$ cat config.mk
export PLATFORM = sky130hd
export DESIGN_NAME = spo_div_cell
export DESIGN_NICKNAME = d
export VERILOG_FILES = /design/src/spo_pkg.sv /design/src/spo_div_cell.sv
export SDC_FILE = /design/constraint.sdc
export NUM_CORES = 1
export LEC_CHECK = 0
export BUFFER_PORTS_ARGS = -buffer_cell sky130_fd_sc_hd__buf_4
export CORE_AREA = 5 5 249 251
export DETAILED_ROUTE_END_ITERATION = 12
export DIE_AREA = 0 0 254 256
export PLACE_DENSITY = 0.56
export SLEW_MARGIN = 40
export SYNTH_ARGS = -nofsm -noshare
export SYNTH_HDL_FRONTEND = slang
export SYNTH_SLANG_ARGS = --single-unit
$ cat constraint.sdc
create_clock -name clk -period 2.8 [get_ports clk]
set_input_delay 0.28 -clock clk [delete_from_list [all_inputs] [get_ports clk]]
set_output_delay 0.28 -clock clk [all_outputs]
set_load 0.05 [all_outputs]
$ cat src/spo_pkg.sv
// Types and constants for the sphere overlap pushout block.
// No dependencies.
package spo_pkg;

  localparam int NUM_AXES   = 3;
  localparam int SQRT_STEPS = 32;
  localparam int DIV_STEPS  = 32;

  typedef struct packed {
    logic signed [31:0] a_x;
    logic signed [31:0] a_y;
    logic signed [31:0] a_z;
    logic        [30:0] a_radius;
    logic signed [31:0] b_x;
    logic signed [31:0] b_y;
    logic signed [31:0] b_z;
    logic        [30:0] b_radius;
  } req_t;

  typedef struct packed {
    logic               hit;
    logic signed [31:0] out_x;
    logic signed [31:0] out_y;
    logic signed [31:0] out_z;
  } rsp_t;

  // Square-root chain stage contents.
  typedef struct packed {
    logic                            valid;
    logic                            hit;
    logic [NUM_AXES-1:0]             neg;
    logic [NUM_AXES-1:0][31:0]       mag;
    logic [31:0]                     r;
    logic [NUM_AXES-1:0][31:0]       base;
    logic [63:0]                     s;
    logic [34:0]                     rem;
    logic [31:0]                     root;
  } sqrt_t;

  // Divider chain stage contents.
  typedef struct packed {
    logic                            valid;
    logic                            hit;
    logic                            nz;
    logic [NUM_AXES-1:0]             neg;
    logic [NUM_AXES-1:0][31:0]       base;
    logic [31:0]                     len;
    logic [NUM_AXES-1:0][31:0]       rem;
    logic [NUM_AXES-1:0][31:0]       nq;
  } div_t;

endpackage

$ cat src/spo_div_cell.sv
// One restoring-division cell: one quotient bit for each axis.
// Depends on spo_pkg.
module spo_div_cell (
  input  logic          clk,
  input  logic          rst,
  input  logic          en,
  input  spo_pkg::div_t din,
  output spo_pkg::div_t dout
);
  import spo_pkg::*;

  logic [NUM_AXES-1:0][32:0] rem_sh, diff;
  logic [NUM_AXES-1:0]       ge;

  always_comb begin
    for (int i = 0; i < NUM_AXES; i++) begin
      rem_sh[i] = {din.rem[i], din.nq[i][31]};
      diff[i]   = rem_sh[i] - {1'b0, din.len};
      ge[i]     = rem_sh[i] >= {1'b0, din.len};
    end
  end

  always_ff @(posedge clk) begin
    if (rst) begin
      dout.valid <= 1'b0;
    end else if (en) begin
      dout.valid <= din.valid;
    end
    if (en) begin
      for (int i = 0; i < NUM_AXES; i++) begin
        dout.rem[i] <= ge[i] ? diff[i][31:0] : rem_sh[i][31:0];
        dout.nq[i]  <= {din.nq[i][30:0], ge[i]};
      end
      dout.hit  <= din.hit;
      dout.nz   <= din.nz;
      dout.neg  <= din.neg;
      dout.base <= din.base;
      dout.len  <= din.len;
    end
  end

endmodule

### Word-level counts from Yosys, hierarchy flattened

Index checks and enable logic that the tools add are counted.

* flip-flop bits (word level): 326
* latch bits: 0
* bits in writable memories: 0
* memory bits (read-only): 0
* bits of input ports: 329
* output and inout port bits: 326
* word-level logic and storage cells: 23
* memories kept: 0

* $add $sub $neg: 3
* multipliers: 0
* div/mod/pow operators: 0
* order comparisons: 3
* equality and inequality tests: 0
* shift-type cells: 0
* mux-type cells: 3
* bitwise gates (word level): 0
* reductions and logical operators: 0

Operators with widths (number)
* >= comparator 33 x 32 -> 1 bit: 3
* two-way mux 32 bit: 3
* subtractor 32 bit: 3

### Depth between registers and ports, before layout

Gate-level depths: netlist of the first run.

* depth in word-level cells: 2
* mapped depth: 14
* gate-level depth less buffers: 12

### Worst setup path before layout of the first run

OpenSTA, ideal clock, no wires.

* path type: in2reg
* start point: input din[210] in the netlist's numbering
* end point: register dout[162] in the netlist's numbering, data pin
* library setup time: 260 ps
* data arrival time: 2736 ps
* required time: 2540 ps
* path slack: -196 ps
* stages on the path: 14
* buffers on the path: 2
* cell sequence: inv_1 ha_1 buf_2 a21o_1 a21o_1 a21o_1 a2111o_1 a31oi_1 o21ai_1 o21bai_4 a21oi_4 inv_2 buf_6 mux2_4

* cells in the longest elaborated chain, start to end: 2

Ends and longest elaborated chain
* start, declared: line spo_div_cell.sv:7 `input spo_pkg::div_t din,`
* >= comparator 33 x 32 -> 1 bit: line spo_div_cell.sv:19 `ge[i] = rem_sh[i] >= {1'b0, din.len};`
* two-way mux 32 bit: line spo_div_cell.sv:31 `dout.rem[i] <= ge[i] ? diff[i][31:0] : rem_sh[i][31:0];`
* end, declared: line spo_div_cell.sv:8 `output spo_pkg::div_t dout`

No other way between the ends.
A chain may end at the register's enable or synchronous reset.

### Final worst setup path of the first run

* start point: input din[153] in the netlist's numbering
* end point: register dout[137] in the netlist's numbering, data pin

The elaborated chain is that of the path after synthesis.

==> results of run 1 <==
final cells by class:
cell class	instances	area (um^2)	area share, %
Timing Repair Buffer	1220	9870	34.5
Sequential cell	326	9780	34.2
Multi-Input combinational cell	848	6450	22.5
Clock buffer	47	1030	3.59
Tap cell	782	978	3.42
Inverter	65	256	0.897
Clock inverter	22	219	0.766
Antenna cell	5	12.5	0.0438
routing by layer:
layer	vias to the layer above	wire, um	GRT usage (%)
li1	7290	-	-
met1	7766	33600	29.0
met2	532	42600	44.1
met3	138	5250	5.72
met4	22	3670	8.89
met5	-	161	0
kinds of logic (layout without fill, tap and decap cells):
family | count (synthesis) | count (layout) | synth area share (%)
fa+ha+maj | 99 | 99 | 7.64
flops | 326 | 326 | 59.2
mux | 72 | 72 | 5.48
simple gates | 265 | 265 | 7.51
buf+inv | 109 | 1354 | 2.73
other cells | 0 | 5 | 0
compound gates | 331 | 331 | 13.2
xor+xnor | 81 | 81 | 4.29
power groups by stage:
stage                     logic, mW  registers (mW)  clock network [mW]
final                          6.13            6.22                5.12
after global routing           6.42            6.26                5.44
after CTS                      6.14            6.22                5.25
after detailed placement       5.81            6.30                   0
after global placement         5.80            6.31                   0
after floorplan                1.49            8.01                   0
per-stage QoR:
step / setup WS (ns) / util (%) / hold WS, ns / TNS, ns / area [um^2]
2_1_floorplan: -0.0270 / - / 0.352 / -0.830 / 16700
3_3_place_gp: -0.596 / 41.8 / 0.438 / -40.43 / 24900
3_5_place_dp: -0.558 / 41.8 / 0.442 / -41.28 / 24900
4_1_cts: 0.0200 / 47.7 / 0.00204 / 0 / 28500
5_1_grt: -0.0197 / 47.9 / 0.0147 / -0.0197 / 28600
6_report: 0.0834 / 47.9 / 0.0329 / 0 / 28600
worst max-delay path, delay by kind of cell:
family,cells,cell delay [ns]
AO/OA/AOI/OAI,2,0.42
adder cells (fa/ha/maj),1,0.28
buffers and inverters,4,1.06
multiplexers,1,0.33
AND/OR/NAND/NOR,3,0.64
cell usage in the layout, fill, tap and decap left out, drive strengths merged, types with 4 or more instances in the layout:
| master | n |
|---|---|
| mux2i | 9 |
| o221ai | 5 |
| nor2b | 17 |
| a2111oi | 4 |
| nand3 | 26 |
| clkinv | 17 |
| a21boi | 4 |
| mux2 | 63 |
| a31oi | 16 |
| o31ai | 6 |
| o21ai | 52 |
| diode | 5 |
| xor2 | 28 |
| ha | 96 |
| nor2 | 80 |
| clkbuf | 47 |
| nand2b | 7 |
| a211o | 4 |
| o211ai | 4 |
| edfxtp | 325 |
| bufinv | 4 |
| buf | 989 |
| nand4 | 22 |
| nor3 | 17 |
| and2 | 7 |
| o41ai | 4 |
| a211oi | 12 |
| o21a | 11 |
| a21o | 48 |
| and3 | 8 |
| inv | 66 |
| dlygate4sd3 | 231 |
| a21oi | 118 |
| xnor2 | 53 |
| o21bai | 20 |
| nand2 | 70 |
worst paths after layout:
check | slack [ns] | cells past startpoint | end | from
worst max-delay path | 0.08 | 11 | dout[137] | din[153]
worst min-delay path | 0.03 | 2 | dout[121] | din[120]
worst max register to register | 1.59 | 3 | dout[325] | dout[325]
worst min register to register | 1.14 | 3 | dout[325] | dout[325]
what timing repair did:
action,CTS,global route
resized for setup,0,14
buffers inserted,0,2
endpoints found under the setup margin,0,81
hold endpoints to repair,230,0
hold buffers,231,0
==> run summary, run 1 <==
Status = finished, final reports clean
Max Cap Violations = 0
Die width = 254 um
Antenna Nets Post-Route = 0
Mapped cell area = 0.0165 mm^2
Register clock-pin slew on the reported worst setup and hold paths = 0.06 ns
Skew final = 0 ns
Synth Register Bits = 326
Critical Path, Cell by Cell = dlygate4sd3_1, buf_4, ha_1, and2_1, nand2_1, nor4_2, a2111oi_2, buf_4, o31ai_4, buf_12, mux2_1
Total power per unit cell area = 611 mW/mm^2
Main synth FF type = edfxtp_1
Fin nets = 2929
Fin. max-slew vios = 0
CTS max path bufs = 3
Final Wtd Congestion = 0.898
Largest net degree at the start of global routing = 74
Commonest cells in the netlist = edfxtp_1 (325), a21oi_1 (117), ha_1 (96), nor2_1 (80), nand2_1 (70)
Routed len/inst = 25.7 um
CTS Root Cell = clkbuf_16
Maximum clock rate = 368 MHz
Clock power share = 29.3%
CTS buffer count = 40
First-pass GRT wire length = 118 mm
Initial core utilization = 27.7%
Worst ir drop on vdd = 498 uV
Full die area = 0.0650 mm^2
Initial drt markers = 1168
P_int = 11.4 mW
Cell total after placement = 3008
Latest clock arrival within the worst-skew pair = 0.56 ns
Leakage power = 12.7 nW
Gate Count Post-Synth = 1283
Final period util = 97.0%
Cell Count, Final, Fillers Out = 3315
FP Rows = 90
Yosys Warn Count = 0
Setup Viol. Count Final = 0
Io pins = 655
Total Routing Usage GR = 24.8%
Biggest regs = dout x326
Initial antenna violation count = 16
Net Sw Frac = 34.7%
Via-to-Cell Ratio = 4.75
CTS sink count = 326
Final WL = 85.2 mm
TritonCTS clock tree = yes
DR vias = 15700
CP endpoint kind = register
Sequential area share after synthesis = 59.2%
Max stage delay cell, worst path = dlygate4sd3_1
Post-synth EDFFs = 325
Overall Power = 17.5 mW
Cell mode on critical path = buf_4
Flop pwr share = 35.6%
Max reg flops = 326
Critical Path RT = 3.10 ns
Top-count cell post-synth = edfxtp_1
Cell taking the most area after synthesis = edfxtp_1
Hold Path Class = in -> reg
Worst EP arrival = 3.01 ns
Hold Vio Cnt, Final = 0
Number of fill cells = 5357
Critical path type = in -> reg
Vert. Die Dim = 256 um
Layout cell share with drive strength beyond 1 = 44.0%
Vias in the first global route = 16600
DRC = 0
Clock period minus worst slack = 2.72 ns
Comb pwr share = 35.1%
CP Launch Type = input pin
Synth area leaders = edfxtp_1 (59%), ha_1 (7.3%), a21oi_1 (3.5%)
Syn nets = 1711
Max transition margin = 62.3%
Core area = 0.0597 mm^2
DRT Pass-1 Iters = 5
Async SR Flop Fraction = 0%
Mean post-synth cell area = 12.9 um^2
Sw Pwr = 6.06 mW
Buffers added on ports = 654
Grt ovf = 0
H-tree depth = 2
Slowest stage delay, CP = 0.55 ns
Yosys cell types = 71
Most flops, register = dout
Worst-Margin Slew = 0.565 ns
DPL Wire Length = 69.1 mm
Max FO, Critical Path = 17
Area Growth Syn to Fin = 73.1%
Share of the synthesized area in the top cell type = 59.1%
Power figures use the tool's default switching activity.
==> inputs of run 2 (changes only) <==
REMOVE_ABC_BUFFERS = 1   (was not set)
clock period = 2.2 ns   (was 2.8 ns; I/O delays follow)
==> run 2 against run 1 <==
Compared with the run above:
- the flow now finishes with violations (negative setup slack)
- non-clock buffer count up 184
- register-to-register slack worse by 0.56 ns
- routed wire length up 3.4%
- worst hold slack worse by 0.019 ns
- sequential share of layout area down 3.0 points
==> run summary, run 2 (same netlist as run 1, synthesis figures left out) <==
Vias in the first global route = 17500 (was 16600)
Initial core utilization = 27.7% (unchanged)
Met3 GRT Util = 5.92% (was 5.72%)
Clock period minus worst slack = 2.53 ns
Via-to-Cell Ratio = 4.69 (was 4.75)
CTS sink count = 326 (unchanged)
Fin nets = 3115 (was 2929)
Hold Vio Cnt, Final = 0 (unchanged)
Io pins = 655 (unchanged)
Max reg flops = 326 (unchanged)
DPL Wire Length = 68.1 mm (was 69.1 mm)
Die width = 254 um (unchanged)
Vert. Die Dim = 256 um (unchanged)
Fin. max-slew vios = 0 (unchanged)
RSZ-0062 raised after global routing = yes
Total power per unit cell area = 735 mW/mm^2 (was 611 mW/mm^2)
CP Launch Type = input pin (unchanged)
Max transition margin = 60.5% (was 62.3%)
Most common cell after layout, fill and taps aside = buf_4 (unchanged)
Skew final = 0 ns (unchanged)
Full die area = 0.0650 mm^2 (unchanged)
Max FO, Critical Path = 6 (was 17)
DR vias = 16400 (was 15700)
Largest net degree at the start of global routing = 62 (was 74)
Storage cell area = 0.00978 mm^2 (unchanged)
Maximum clock rate = 394 MHz
Total Routing Usage GR = 25.2% (was 24.8%)
CTS Root Cell = clkbuf_16 (unchanged)
Hold Path Class = in -> reg (unchanged)
First-pass GRT wire length = 120 mm (was 118 mm)
Cell total after placement = 3086 (was 3008)
CTS max path bufs = 3 (unchanged)
Cell Count, Final, Fillers Out = 3503 (was 3315)
Critical Path RT = 2.51 ns (was 3.10 ns)
Worst ir drop on vdd = 644 uV (was 498 uV)
Grt ovf = 0 (unchanged)
Core area = 0.0597 mm^2 (unchanged)
Max Cap Violations = 0 (unchanged)
Most flops, register = dout (unchanged)
Layout cell share with drive strength beyond 1 = 51.5% (was 44.0%)
Overall Power = 23.0 mW (was 17.5 mW)
Final Wtd Congestion = 0.934 (was 0.898)
Status = finished with violations (was finished, final reports clean)
Routed len/inst = 25.2 um (was 25.7 um)
CP endpoint kind = register (unchanged)
Buffers added on ports = 654 (unchanged)
Register clock-pin slew on the reported worst setup and hold paths = 0.06 ns (about the same)
Number of fill cells = 5233 (was 5357)
Area Growth Syn to Fin = 89.6% (was 73.1%)
Most frequent cells in the layout = buf_4 (1058), edfxtp_1 (325), dlygate4sd3_1 (302) (was buf_4 (978), edfxtp_1 (325), dlygate4sd3_1 (231))
Met1 Usage GRT = 28.9% (was 29.0%)
TritonCTS clock tree = yes (unchanged)
H-tree depth = 2 (unchanged)
DRT Pass-1 Iters = 5 (unchanged)
Leakage power = 13.8 nW (was 12.7 nW)
Antenna Nets Post-Route = 0 (unchanged)
Latest clock arrival within the worst-skew pair = 0.58 ns (was 0.56 ns)
Initial drt markers = 861 (was 1168)
Initial antenna violation count = 14 (was 16)
Critical path type = in -> reg (unchanged)
CTS buffer count = 42 (was 40)
Final period util = 115%
Biggest regs = dout x326 (unchanged)
FP Rows = 90 (unchanged)
GRT busiest layer = met2 (unchanged)
Area of the multi-input gates = 0.00734 mm^2 (was 0.00645 mm^2)
Failing checks = negative setup slack
Worst setup margin = -0.335 ns (was 0.0834 ns)
Setup Viol. Count Final = 94 (was 0)
Final WL = 88.1 mm (was 85.2 mm)
Met2 GRT Util = 45.1% (was 44.1%)
Worst EP arrival = 2.85 ns (was 3.01 ns)
Worst-Margin Slew = 0.586 ns (was 0.565 ns)
DRC = 0 (unchanged)
## run 2: cell types whose count changed in the layout (fill, tap and decap cells not counted), moves of 16 or more
cell           delta
a21oi_2          +38
nor2_2           +19
mux2_4           +33
nor2_1           -23
ha_1             -25
dlygate4sd3_1    +71
mux2_1           -28
buf_4            +80
a21oi_1          -41
ha_4             +22
buf_6            +16
## run 2: layer usage
layer | up-vias | wire length (um) | share of wire (%)
li1 | 7679 | - | -
met5 | - | 66 | 0.075
met2 | 574 | 44600 | 51
met4 | 12 | 4310 | 4.9
met3 | 139 | 5670 | 6.4
met1 | 8026 | 33400 | 38
## run 2: area by class of cell
class | count | area share (%)
repair buffers | 1404 | 37.3
well taps | 782 | 3.12
diodes | 8 | 0.0639
clock buffers | 48 | 3.43
flip-flops and latches | 326 | 31.2
multi-input cells | 848 | 23.4
inverters | 65 | 0.883
clock inverters | 22 | 0.571
## run 2: report_power, final
group / internal [mW] / switching [mW]
Sequential: 7.64 / 0.257
Clock: 3.63 / 2.87
Combinational: 3.63 / 5.00
Total: 14.9 / 8.12
## run 2: metrics by stage
step,TNS (ns),setup slack (ns),hold slack (ns),util (%),area [um^2]
after floorplan,-177.11,-3.59,0.292,-,16300
after global placement,-99.14,-1.11,0.378,42.6,25400
after detailed placement,-100.17,-1.14,0.386,42.6,25400
after CTS,-16.80,-0.251,0.00603,51.0,30400
after global routing,-29.58,-0.391,0.0140,52.5,31300
final,-21.01,-0.335,0.0143,52.5,31300
## run 2: repair_timing
| action | 4_1_cts | 5_1_grt |
|---|---|---|
| setup buffers | 19 | 15 |
| pin swaps | 41 | 27 |
| gates resized for setup | 120 | 166 |
| setup endpoints to repair | 99 | 98 |
| hold buffers | 301 | 1 |
| cloned | 3 | 5 |
| endpoints found under the hold margin | 300 | 1 |
## run 2: worst paths after layout
| kind | from | slack [ns] | endpoint | depth (start not counted) |
|---|---|---|---|---|
| min reg2reg | dout[325] | 1.07 | dout[325] | 3 |
| min | din[149] | 0.01 | dout[150] | 3 |
| max | din[210] | -0.33 | dout[138] | 15 |
| max reg2reg | dout[325] | 1.03 | dout[325] | 3 |
## run 2: worst max-delay path: stages
cell	delay, ns
buf_4	0.09
inv_2	0.06
buf_4	0.15
ha_4	0.26
nand4_1	0.14
nor4_2	0.26
buf_4	0.16
nand4_1	0.11
nor4_2	0.30
buf_4	0.17
a2111oi_4	0.05
o31ai_4	0.27
buf_6	0.16
buf_12	0.13
mux2_4	0.30
