[config.mk]
export PLATFORM = sky130hd
export DESIGN_NAME = spo_sqrt_cell
export DESIGN_NICKNAME = d
export VERILOG_FILES = /design/src/spo_pkg.sv /design/src/spo_sqrt_cell.sv
export SDC_FILE = /design/constraint.sdc
export NUM_CORES = 1
export LEC_CHECK = 0
export ABC_AREA = 0
export BUFFER_PORTS_ARGS = -buffer_cell sky130_fd_sc_hd__buf_2
export CORE_AREA = 2 2 278 280
export DETAILED_ROUTE_END_ITERATION = 6
export DIE_AREA = 0 0 280 282
export GPL_ROUTABILITY_DRIVEN = 0
export PLACE_DENSITY = 0.41
export SLEW_MARGIN = 20
export SYNTH_ARGS = -nofsm -noshare
export SYNTH_HDL_FRONTEND = slang
export SYNTH_SLANG_ARGS = --single-unit
[constraint.sdc]
create_clock -name clk -period 5.2 [get_ports clk]
set_input_delay 0.52 -clock clk [delete_from_list [all_inputs] [get_ports clk]]
set_output_delay 0.52 -clock clk [all_outputs]
set_load 0.1 [all_outputs]
[src/spo_pkg.sv]
// Types and constants for the sphere overlap pushout block.
// No dependencies.
package spo_pkg;

  localparam int NUM_AXES   = 3;
  localparam int SQRT_STEPS = 32;
  localparam int DIV_STEPS  = 32;

  typedef struct packed {
    logic signed [31:0] a_x;
    logic signed [31:0] a_y;
    logic signed [31:0] a_z;
    logic        [30:0] a_radius;
    logic signed [31:0] b_x;
    logic signed [31:0] b_y;
    logic signed [31:0] b_z;
    logic        [30:0] b_radius;
  } req_t;

  typedef struct packed {
    logic               hit;
    logic signed [31:0] out_x;
    logic signed [31:0] out_y;
    logic signed [31:0] out_z;
  } rsp_t;

  // Square-root chain stage contents.
  typedef struct packed {
    logic                            valid;
    logic                            hit;
    logic [NUM_AXES-1:0]             neg;
    logic [NUM_AXES-1:0][31:0]       mag;
    logic [31:0]                     r;
    logic [NUM_AXES-1:0][31:0]       base;
    logic [63:0]                     s;
    logic [34:0]                     rem;
    logic [31:0]                     root;
  } sqrt_t;

  // Divider chain stage contents.
  typedef struct packed {
    logic                            valid;
    logic                            hit;
    logic                            nz;
    logic [NUM_AXES-1:0]             neg;
    logic [NUM_AXES-1:0][31:0]       base;
    logic [31:0]                     len;
    logic [NUM_AXES-1:0][31:0]       rem;
    logic [NUM_AXES-1:0][31:0]       nq;
  } div_t;

endpackage

[src/spo_sqrt_cell.sv]
// One square-root cell: retires two radicand bits, one root bit.
// Depends on spo_pkg.
module spo_sqrt_cell (
  input  logic           clk,
  input  logic           rst,
  input  logic           en,
  input  spo_pkg::sqrt_t din,
  output spo_pkg::sqrt_t dout
);
  import spo_pkg::*;

  logic [34:0] rem_sh, trial;
  logic        ge;

  assign rem_sh = {din.rem[32:0], din.s[63:62]};
  assign trial  = {1'b0, din.root, 2'b01};
  assign ge     = rem_sh >= trial;

  always_ff @(posedge clk) begin
    if (rst) begin
      dout.valid <= 1'b0;
    end else if (en) begin
      dout.valid <= din.valid;
    end
    if (en) begin
      dout.hit  <= din.hit;
      dout.neg  <= din.neg;
      dout.mag  <= din.mag;
      dout.r    <= din.r;
      dout.base <= din.base;
      dout.s    <= {din.s[61:0], 2'b00};
      dout.rem  <= ge ? rem_sh - trial : rem_sh;
      dout.root <= {din.root[30:0], ge};
    end
  end

endmodule

; Yosys cells after proc, flatten, opt, wreduce, memory -nomap -nowiden
; Index checks and enable logic that the tools add are counted.
[totals]
ff_bits = 358
inputBits = 363
word_cells = 16
[classes]
addsub = 1
order_cmp = 1
n_mux = 1
[op_table]
columns = op, count
row1 = $ge A35 B34 Y1, 1
row2 = $mux W35, 1
row3 = $sub A35 B34 Y35, 1

; Longest topological paths before layout
; Gate-level depths: netlist of the first run.
[logic_depth]
ltp_word = 2
ltp_mapped = 14
mapped_depth_nobuf = 11

; Least setup slack after synthesis of the first run
; No wires, ideal clock.
[synth_path]
kind = input to register
startpoint = input port din[0] in the netlist's numbering
endpoint = register dout[66] in the netlist's numbering (data pin)
arrival_time_ps = 2682
t_required_ps = 4944
setup_slack_ps = 2262
path_stages = 11
n_path_buf = 1
cell_sequence = inv_1 ha_1 o211ai_1 o211ai_1 a311o_1 and3_1 or3_1 nand2_2 buf_2 a211oi_1 a31o_2
[synth_between]
elab_chain_cells = 2
elab_cells_between_ends = 3
[synth_rtl]
columns = item, line
row1 = from (decl), spo_sqrt_cell.sv:7  ; input spo_pkg::sqrt_t din,
row2 = $sub A35 B34 Y35 / $ge A35 B34 Y1 (equally long branches), "spo_sqrt_cell.sv:32, spo_sqrt_cell.sv:17"
row3 = $mux W35 (*), spo_sqrt_cell.sv:32  ; dout.rem <= ge ? rem_sh - trial : rem_sh;
row4 = to (decl), spo_sqrt_cell.sv:8  ; output spo_pkg::sqrt_t dout
; Mark *: on every way between the ends. The rest lies on a longest branch, timed or not.
; A chain may end at the register's enable or synchronous reset.

; Worst setup path after layout of the first run
[layout_path]
startpoint = input port din[0] in the netlist's numbering
endpoint = register dout[44] in the netlist's numbering (data pin)
; Same word-level chain as after synthesis.

==> metrics.txt, run 1 <==
TritonRoute pass-1 iters=5; Final Net Count=1,904; core region area=75,700 µm²; met1 wire length=19,800 µm; register area=10,700 µm²; Skew-Pair Late Insertion Delay=570 ps; DR vias=9,621; PD cells=483 nW/µm²; top_reg_cell synth=edfxtp_1; DRC Markers=0; dpl cells=2,438; antenna viol nets, final=0; async set or reset register ratio after synthesis=0; top sig layer=met5; Post-Syn Instances=760; Top reg by flops=dout; Synth area leaders=edfxtp_1 81%, ha_1 3.2%, a21oi_1 1.9%; count of final max-slew check failures=0; final setup fails=0; max-cap violations=0; most used cell, CP=o211ai_1; Post-Syn Area per Cell=17.4 µm²; initial core utilization=0.174; port bufs=718; Crit path largest cell delay=650 ps; initial antenna violation count=21; Die Ht=282 µm; Synth Register Bits=358; multi-input logic area=2200 µm²; gr usage total=0.131; total gr overflow=0; Yosys top cell area share=0.812; count of cell types in the netlist=51; worst-path maximum fanout=49; Critical Path RT=5520 ps; Routed met2 length=29,700 µm; Post-synth EDFFs=357; most frequent cells after synthesis=357 x edfxtp_1, 51 x a21oi_1, 44 x nor2_1, 43 x nand2_1, 37 x inv_1; biggest regs=dout x358; post-synthesis sequential area ratio=0.813; number of global-route vias before repair=9,721; Max Buffers Root-to-Sink=3; RSZ-0062 raised after global routing=no; period utilization=0.621; share of layout cells above drive strength 1=0.519; most frequent cell after synthesis=edfxtp_1; Initial DRC Count=622; status=completed; area growth from synthesis to layout=47.3%; Num CTS Buffers=45; Leak Pwr=8.28 nW; die area=79,000 µm²; wire per inst=22.1 µm; crit end category=flop; Post-Route Skew=0 ps; Max-slew headroom=0.395; CP Launch Type=primary input; max FFs per register=358; CTS-repair resized insts=0; cell breakdown of the critical path=buf_2 -> inv_1 -> ha_1 -> o211ai_1 -> o211ai_1 -> a311o_1 -> and3_1 -> or3_1 -> nand2_2 -> inv_2 -> mux2_2; die span in x=280 µm; metal3 WL=4360 µm; minimum clock period after layout=3230 ps; Vias/cell=3.81; Ports=723; Slew @ Worst Pin=907 ps; largest net degree at the start of global routing=106; Non-Filler Instances=2,522; FP Rows=101; CTS hold repair buffers=0; Worst-path clk slew=60 ps; filler cell count=7,925; most area-hungry cell type in the Yosys netlist=edfxtp_1; Final Hold Vio Count=0; first-pass GRT wire length=73,600 µm; CTS Sinks=358; Ys Warns=0; fmax=310 MHz; post-CTS setup repair buffer count=0; kind of critical path=primary input to flop; Min-Delay Path Class=primary input to flop; H-Tree Depth=2; final WL=55,800 µm; CP max stage cell=inv_2; Setup TNS=0 ps; DP Wirelength=44,600 µm; mapped cell area=13,200 µm²; CTS root buffer=clkbuf_16; maximum VDD drop=0.221 mV; TritonCTS clock tree=built; CP arrival=3550 ps
-- area by class of cell --
class,instances,share of cell area
Clock buffer,58,0.0619
Inverter,38,0.00733
Sequential cell,358,0.552
Multi-Input combinational cell,341,0.113
Timing Repair Buffer,723,0.188
Clock inverter,25,0.0139
Antenna cell,1,0.000129
Tap cell,978,0.0629
-- per-stage QoR --
step	hold slack (ps)	cell area (µm²)	worst slack (ps)	total power [mW]	utilization
2_1_floorplan	592	13200	2260	5.71	-
3_3_place_gp	481	18000	1330	6.35	0.237
3_5_place_dp	488	18000	1310	6.34	0.237
4_1_cts	48.4	19500	1930	9.56	0.257
5_1_grt	67.8	19500	1790	9.74	0.257
6_report	104	19500	1970	9.40	0.257
-- worst max-delay path: cells and delay by family --
| family | cells | cell delay, ps |
|---|---|---|
| AND/OR/NAND/NOR | 3 | 490 |
| adder cells (fa/ha/maj) | 1 | 380 |
| buffers and inverters | 3 | 790 |
| AO/OA/AOI/OAI | 3 | 920 |
| multiplexers | 1 | 410 |
-- cells by family (layout without fill, tap and decap cells) --
| group | after synthesis | count (layout) | synth area share |
|---|---|---|---|
| muxes | 3 | 3 | 0.00237 |
| other | 1 | 3 | 0.000284 |
| adders and majority gates | 34 | 34 | 0.0322 |
| AOI/OAI and AO/OA | 132 | 132 | 0.0627 |
| xor gates and xnor gates | 28 | 28 | 0.0186 |
| and+or+nand+nor | 142 | 142 | 0.0504 |
| buffers and inverters | 62 | 844 | 0.0201 |
| DFF | 358 | 358 | 0.813 |
-- report_power, final --
part           switching, mW  leakage, nW  internal (mW)
clock                   1.32        0.720           1.81
combinational           2.33         4.06          0.392
sequential            0.0653         3.50           3.47
total                   3.72         8.28           5.68
-- placed cells by master (no fill, tap or decap), types with 3 or more instances in the layout --
cell type / Yosys / routed
inv_6: 0 / 4
a21o_1: 14 / 14
nor2_1: 44 / 44
nand2b_1: 8 / 8
xor2_1: 12 / 12
and3_1: 8 / 8
nand3_1: 12 / 12
bufinv_16: 0 / 3
clkinv_1: 0 / 5
o21ai_0: 20 / 20
buf_2: 2 / 717
clkbuf_1: 17 / 10
a31oi_1: 6 / 6
clkinv_2: 0 / 7
a31o_2: 3 / 3
nand4_1: 7 / 7
nor3_2: 3 / 3
nand2_1: 43 / 43
buf_4: 2 / 3
o31ai_1: 3 / 3
nor4_1: 3 / 3
nor3_1: 6 / 6
o21bai_1: 3 / 3
clkbuf_16: 0 / 45
and2_1: 3 / 3
inv_1: 37 / 37
o211ai_1: 5 / 5
o21a_1: 4 / 4
clkbuf_8: 0 / 3
a211oi_1: 8 / 8
a21oi_1: 51 / 51
ha_1: 34 / 34
edfxtp_1: 357 / 357
xnor2_1: 16 / 16
-- metal layers --
metal  up-vias  global-route usage
met5         -                   0
met4        18              0.0422
met3       104              0.0438
met2       413               0.246
met1      4689               0.138
li1       4397                   -
-- worst paths after layout --
path              depth (start not counted)  slack [ps]                      to                    from
setup / recovery                         11        1970      dout[44]$_DFFE_PP_                  din[0]
hold reg to reg                           2         500  dout[359]$_SDFFE_PP0P_  dout[359]$_SDFFE_PP0P_
setup reg to reg                          2        4620  dout[359]$_SDFFE_PP0P_  dout[359]$_SDFFE_PP0P_
hold / removal                            2         100  dout[359]$_SDFFE_PP0P_                     rst
Note: power is estimated with default switching activity, not from simulation.
==> inputs of run 2 (changes only) <==
- PLACE_DENSITY: 0.41 -> 0.43
- clock period: 5.2 -> 2.7 ns (I/O delays scaled with it)
==> run 2 against run 1 <==
Against the previous run:
- critical path type unchanged
- setup slack worse by 1900 ps
- highest routed layer unchanged
- via count up 19%
- clock skew unchanged
- routed wire length up 7.9%
==> metrics.txt, run 2 (same netlist as run 1, synthesis figures left out) <==
most frequent cells in the layout=717 x buf_2, 357 x edfxtp_1, 324 x dlygate4sd3_1; Sw Share=0.386; clock network fraction of total power=0.319; DP Wirelength=46,300 µm; number of global-route vias before repair=12,100; initial core utilization=0.174; Initial DRC Count=604; Post-Route Skew=0 ps; crit end category=flop; share of layout cells above drive strength 1=0.466; final core utilization=0.313; final setup fails=0; Max-slew headroom=0.558; H-Tree Depth=2; wire per inst=20.3 µm; Worst R2R Start=dout[359]$_SDFFE_PP0P_; Gate power share=0.316; P_int=11.5 mW; Top reg by flops=dout; Critical Path RT=3010 ps; Slew @ Worst Pin=667 ps; minimum clock period after layout=2580 ps; total gr overflow=0; TritonRoute pass-1 iters=5; count of final max-slew check failures=0; fmax=388 MHz; Hold Startpoint=din[46]; CTS Sinks=358; biggest regs=dout x358; worst-path maximum fanout=9; max FFs per register=358; gr usage total=0.142; Vias/cell=3.85; CTS root buffer=clkbuf_16; Flop pwr share=0.364; CP Launch Type=primary input; Final Net Count=2,355; Worst-path clk slew=60 ps; max-cap violations=0; antenna viol nets, final=0; register area=10,700 µm²; largest net degree at the start of global routing=64; initial antenna violation count=8; CP arrival=2890 ps; port bufs=718; RSZ-0062 raised after global routing=no; kind of critical path=primary input to flop; maximum VDD drop=0.387 mV; commonest non-fill, non-tap cell in the layout=buf_2; period utilization=0.955; multi-input logic area=2210 µm²; area growth from synthesis to layout=79.5%; first-pass GRT wire length=81,800 µm; Skew-Pair Late Insertion Delay=560 ps; Leak Pwr=10.3 nW; switching power=7.25 mW; PD cells=791 nW/µm²; Ports=723; Final Hold Vio Count=0; Num CTS Buffers=43; status=completed; TritonCTS clock tree=built; core region area=75,700 µm²; Max Buffers Root-to-Sink=3; final WL=60,100 µm; die span in x=280 µm; filler cell count=7,605; DR vias=11,400; Die Ht=282 µm; DRC Markers=0; FP Rows=101; die area=79,000 µm²; Worst Setup SP=din[28]; overall power=18.8 mW; Min-Delay Path Class=primary input to flop
run 2: worst paths after layout:
kind,to,slack [ps],depth (start not counted)
worst min register to register,dout[359]$_SDFFE_PP0P_,1060,3
worst min-delay path,dout[48]$_DFFE_PP_,50,3
worst max-delay path,dout[44]$_DFFE_PP_,120,13
worst max register to register,dout[359]$_SDFFE_PP0P_,1550,3
run 2: per-layer routing:
| layer | GRT usage | vias to the layer above | part of all wire |
|---|---|---|---|
| met1 | 0.158 | 5569 | 0.38 |
| met5 | 0 | - | 0.00091 |
| met3 | 0.0301 | 94 | 0.056 |
| met2 | 0.262 | 461 | 0.52 |
| li1 | - | 5294 | - |
| met4 | 0.0576 | 8 | 0.041 |
run 2: critical path: stages:
cell and delay (ps):
dlygate4sd3_1 520, buf_2 120, inv_1 40, ha_1 340, a21oi_1 130, o21ai_0 170
a21oi_2 210, nand3_1 110, or3_1 340, nand2_2 110, inv_2 80, buf_4 170
mux2_2 270
run 2: metrics by stage:
step	setup TNS (ps)	hold slack [ps]	std cells	area (µm²)	setup WS [ps]
4_1_cts	0	1.35	2969	23700	80.6
2_1_floorplan	0	342	761	13200	12.1
5_1_grt	0	23.2	2970	23700	16.9
3_3_place_gp	-7390	431	2567	19000	-316
3_5_place_dp	-8530	430	2567	19000	-361
6_report	0	49.4	2970	23700	121
run 2: power groups by stage:
stage	logic, mW	clock network, mW	registers, mW
2_1_floorplan	0.559	0	10.4
3_3_place_gp	5.56	0	6.95
3_5_place_dp	5.56	0	6.94
4_1_cts	5.98	6.19	6.84
5_1_grt	6.13	6.39	6.89
6_report	5.93	5.99	6.84
run 2: final cells by class:
cell class	instances	share of cell area
flip-flops and latches	358	0.453
repair buffers	1176	0.335
multi-input cells	341	0.0931
well taps	978	0.0516
clock buffers	53	0.0491
clock inverters	25	0.0122
inverters	38	0.00602
diodes	1	0.000106
run 2: what timing repair did:
item                                   in CTS  in global routing
endpoints found under the hold margin     323                  0
gates resized for setup                     0                  1
buffers inserted                            0                  0
hold buffers                              324                  0
setup endpoints to repair                   0                  3
==> inputs of run 3 (changes only) <==
- SETUP_SLACK_MARGIN: default -> 0.3
==> run 3 against run 2 <==
Against the previous run:
- non-clock buffer count down 17
- sequential share of layout area about the same
- sequential power about the same
- critical path type unchanged
- critical endpoint is now dout[64]$_DFFE_PP_
- largest power group unchanged
==> metrics.txt, run 3 (same netlist as run 1, synthesis figures left out) <==
status=completed; Min-Delay Path Class=primary input to flop; count of final max-slew check failures=0; antenna viol nets, final=0; fmax=435 MHz; Slew @ Worst Pin=650 ps; Max-slew headroom=0.570; total gr overflow=0; kind of critical path=primary input to flop; pre-CTS WS=-404 ps; Max Buffers Root-to-Sink=3; crit end category=flop; Critical Path RT=3010 ps; Final Net Count=2,339; CP Launch Type=primary input; Vias/cell=3.83; largest net degree at the start of global routing=72; period utilization=0.851; initial core utilization=0.174; Worst-path clk slew=70 ps; Post-Route Skew=0 ps; area growth from synthesis to layout=79.5%; CTS root buffer=clkbuf_16; Final Hold Vio Count=0; Ports=723; Crit path largest cell delay=420 ps; commonest non-fill, non-tap cell in the layout=buf_2; core region area=75,700 µm²; Setup WS post-layout=403 ps; TritonRoute pass-1 iters=5; DR vias=11,300; DRC Markers=0; max-cap violations=0; FP Rows=101; cell breakdown of the critical path=buf_2 -> inv_1 -> ha_1 -> and3_1 -> nand4_1 -> o21bai_1 -> a31oi_2 -> o21ai_1 -> buf_4 -> a211oi_2 -> o211a_1 -> nor3_2; Leak Pwr=10.2 nW; final setup fails=0; H-Tree Depth=2; maximum VDD drop=0.387 mV; Num CTS Buffers=44; final WL=61,900 µm; die area=79,000 µm²; Buf+Inv Stages, Crit Path=3; worst-path maximum fanout=6; TritonCTS clock tree=built; most frequent cells in the layout=715 x buf_2, 357 x edfxtp_1, 318 x dlygate4sd3_1; Die Ht=282 µm; initial antenna violation count=18; Skew-Pair Late Insertion Delay=550 ps; number of global-route vias before repair=11,900; Top reg by flops=dout; wire per inst=21.0 µm; biggest regs=dout x358; port bufs=718; RSZ-0062 raised after global routing=no; minimum clock period after layout=2300 ps; PD cells=792 nW/µm²; max FFs per register=358; die span in x=280 µm; CP arrival=2600 ps; Largest delay share family, worst path=compound AO/OA/AOI/OAI gates; DP Wirelength=48,700 µm; overall power=18.8 mW; gr usage total=0.147; CP max stage cell=ha_1; Initial DRC Count=667; CTS Sinks=358; share of layout cells above drive strength 1=0.476; first-pass GRT wire length=83,500 µm
[run 3: cell count changes in the layout (fill, tap and decap cells not counted), moves of 5 or more]
cell / change
buf_4: -10
clkbuf_8: -5
a21oi_1: -5
ha_4: +5
dlygate4sd3_1: -6
ha_1: -7
[run 3: through the flow]
stage          TNS, ps  cell area (µm²)   util  hold WS (ps)  cells
2_1_floorplan        0            13400      -           342    761
5_1_grt              0            23700  0.313          11.9   2952
6_report             0            23700  0.313          24.0   2956
4_1_cts              0            23600  0.312         0.780   2948
3_3_place_gp     -5500            19000  0.251           431   2554
3_5_place_dp     -5380            19000  0.251           441   2554
[run 3: worst register-to-register path, stage by stage, from the launching register on]
cell and delay, ps:
dfxtp_1 310, mux2i_1 120, nor2_1 50, dlygate4sd3_1 550
[run 3: layout make-up]
cell class                      count  area [µm²]
Clock inverter                     24         294
Timing Repair Buffer             1159        7790
Inverter                           38         150
Antenna cell                        5        12.5
Tap cell                          978        1220
Fill cell                        7608       52000
Sequential cell                   358       10700
Multi-Input combinational cell    341        2360
Clock buffer                       53        1130
[run 3: timing repair]
action | 4_1_cts | 5_1_grt
hold buffers | 317 | 1
gates resized for setup | 3 | 16
hold endpoints to repair | 316 | 1
endpoints found under the setup margin | 3 | 26
pin swaps | 0 | 5
cloned | 0 | 0
buffers inserted | 0 | 2
[run 3: layer usage]
metal	vias to the layer above	part of all wire	GRT usage	wire [µm]
li1	5275	-	-	-
met1	5451	0.37	0.161	22900
met2	481	0.51	0.265	31800
met3	103	0.067	0.0403	4180
met4	20	0.047	0.0658	2900
met5	-	0.0022	0	134
[run 3: report_power, final]
group	total, mW	internal (mW)	leakage, nW	switching [mW]
clock	6.00	3.57	0.679	2.43
sequential	6.83	6.69	3.50	0.145
combinational	5.95	1.27	5.98	4.68
total	18.8	11.5	10.2	7.25
[run 3: final timing paths]
kind,startpoint,end,slack (ps),cells past startpoint
setup / recovery,din[8],dout[64]$_DFFE_PP_,400,12
hold reg to reg,dout[359]$_SDFFE_PP0P_,dout[359]$_SDFFE_PP0P_,1050,3
setup reg to reg,dout[359]$_SDFFE_PP0P_,dout[359]$_SDFFE_PP0P_,1560,3
hold / removal,din[14],dout[15]$_DFFE_PP_,20,1
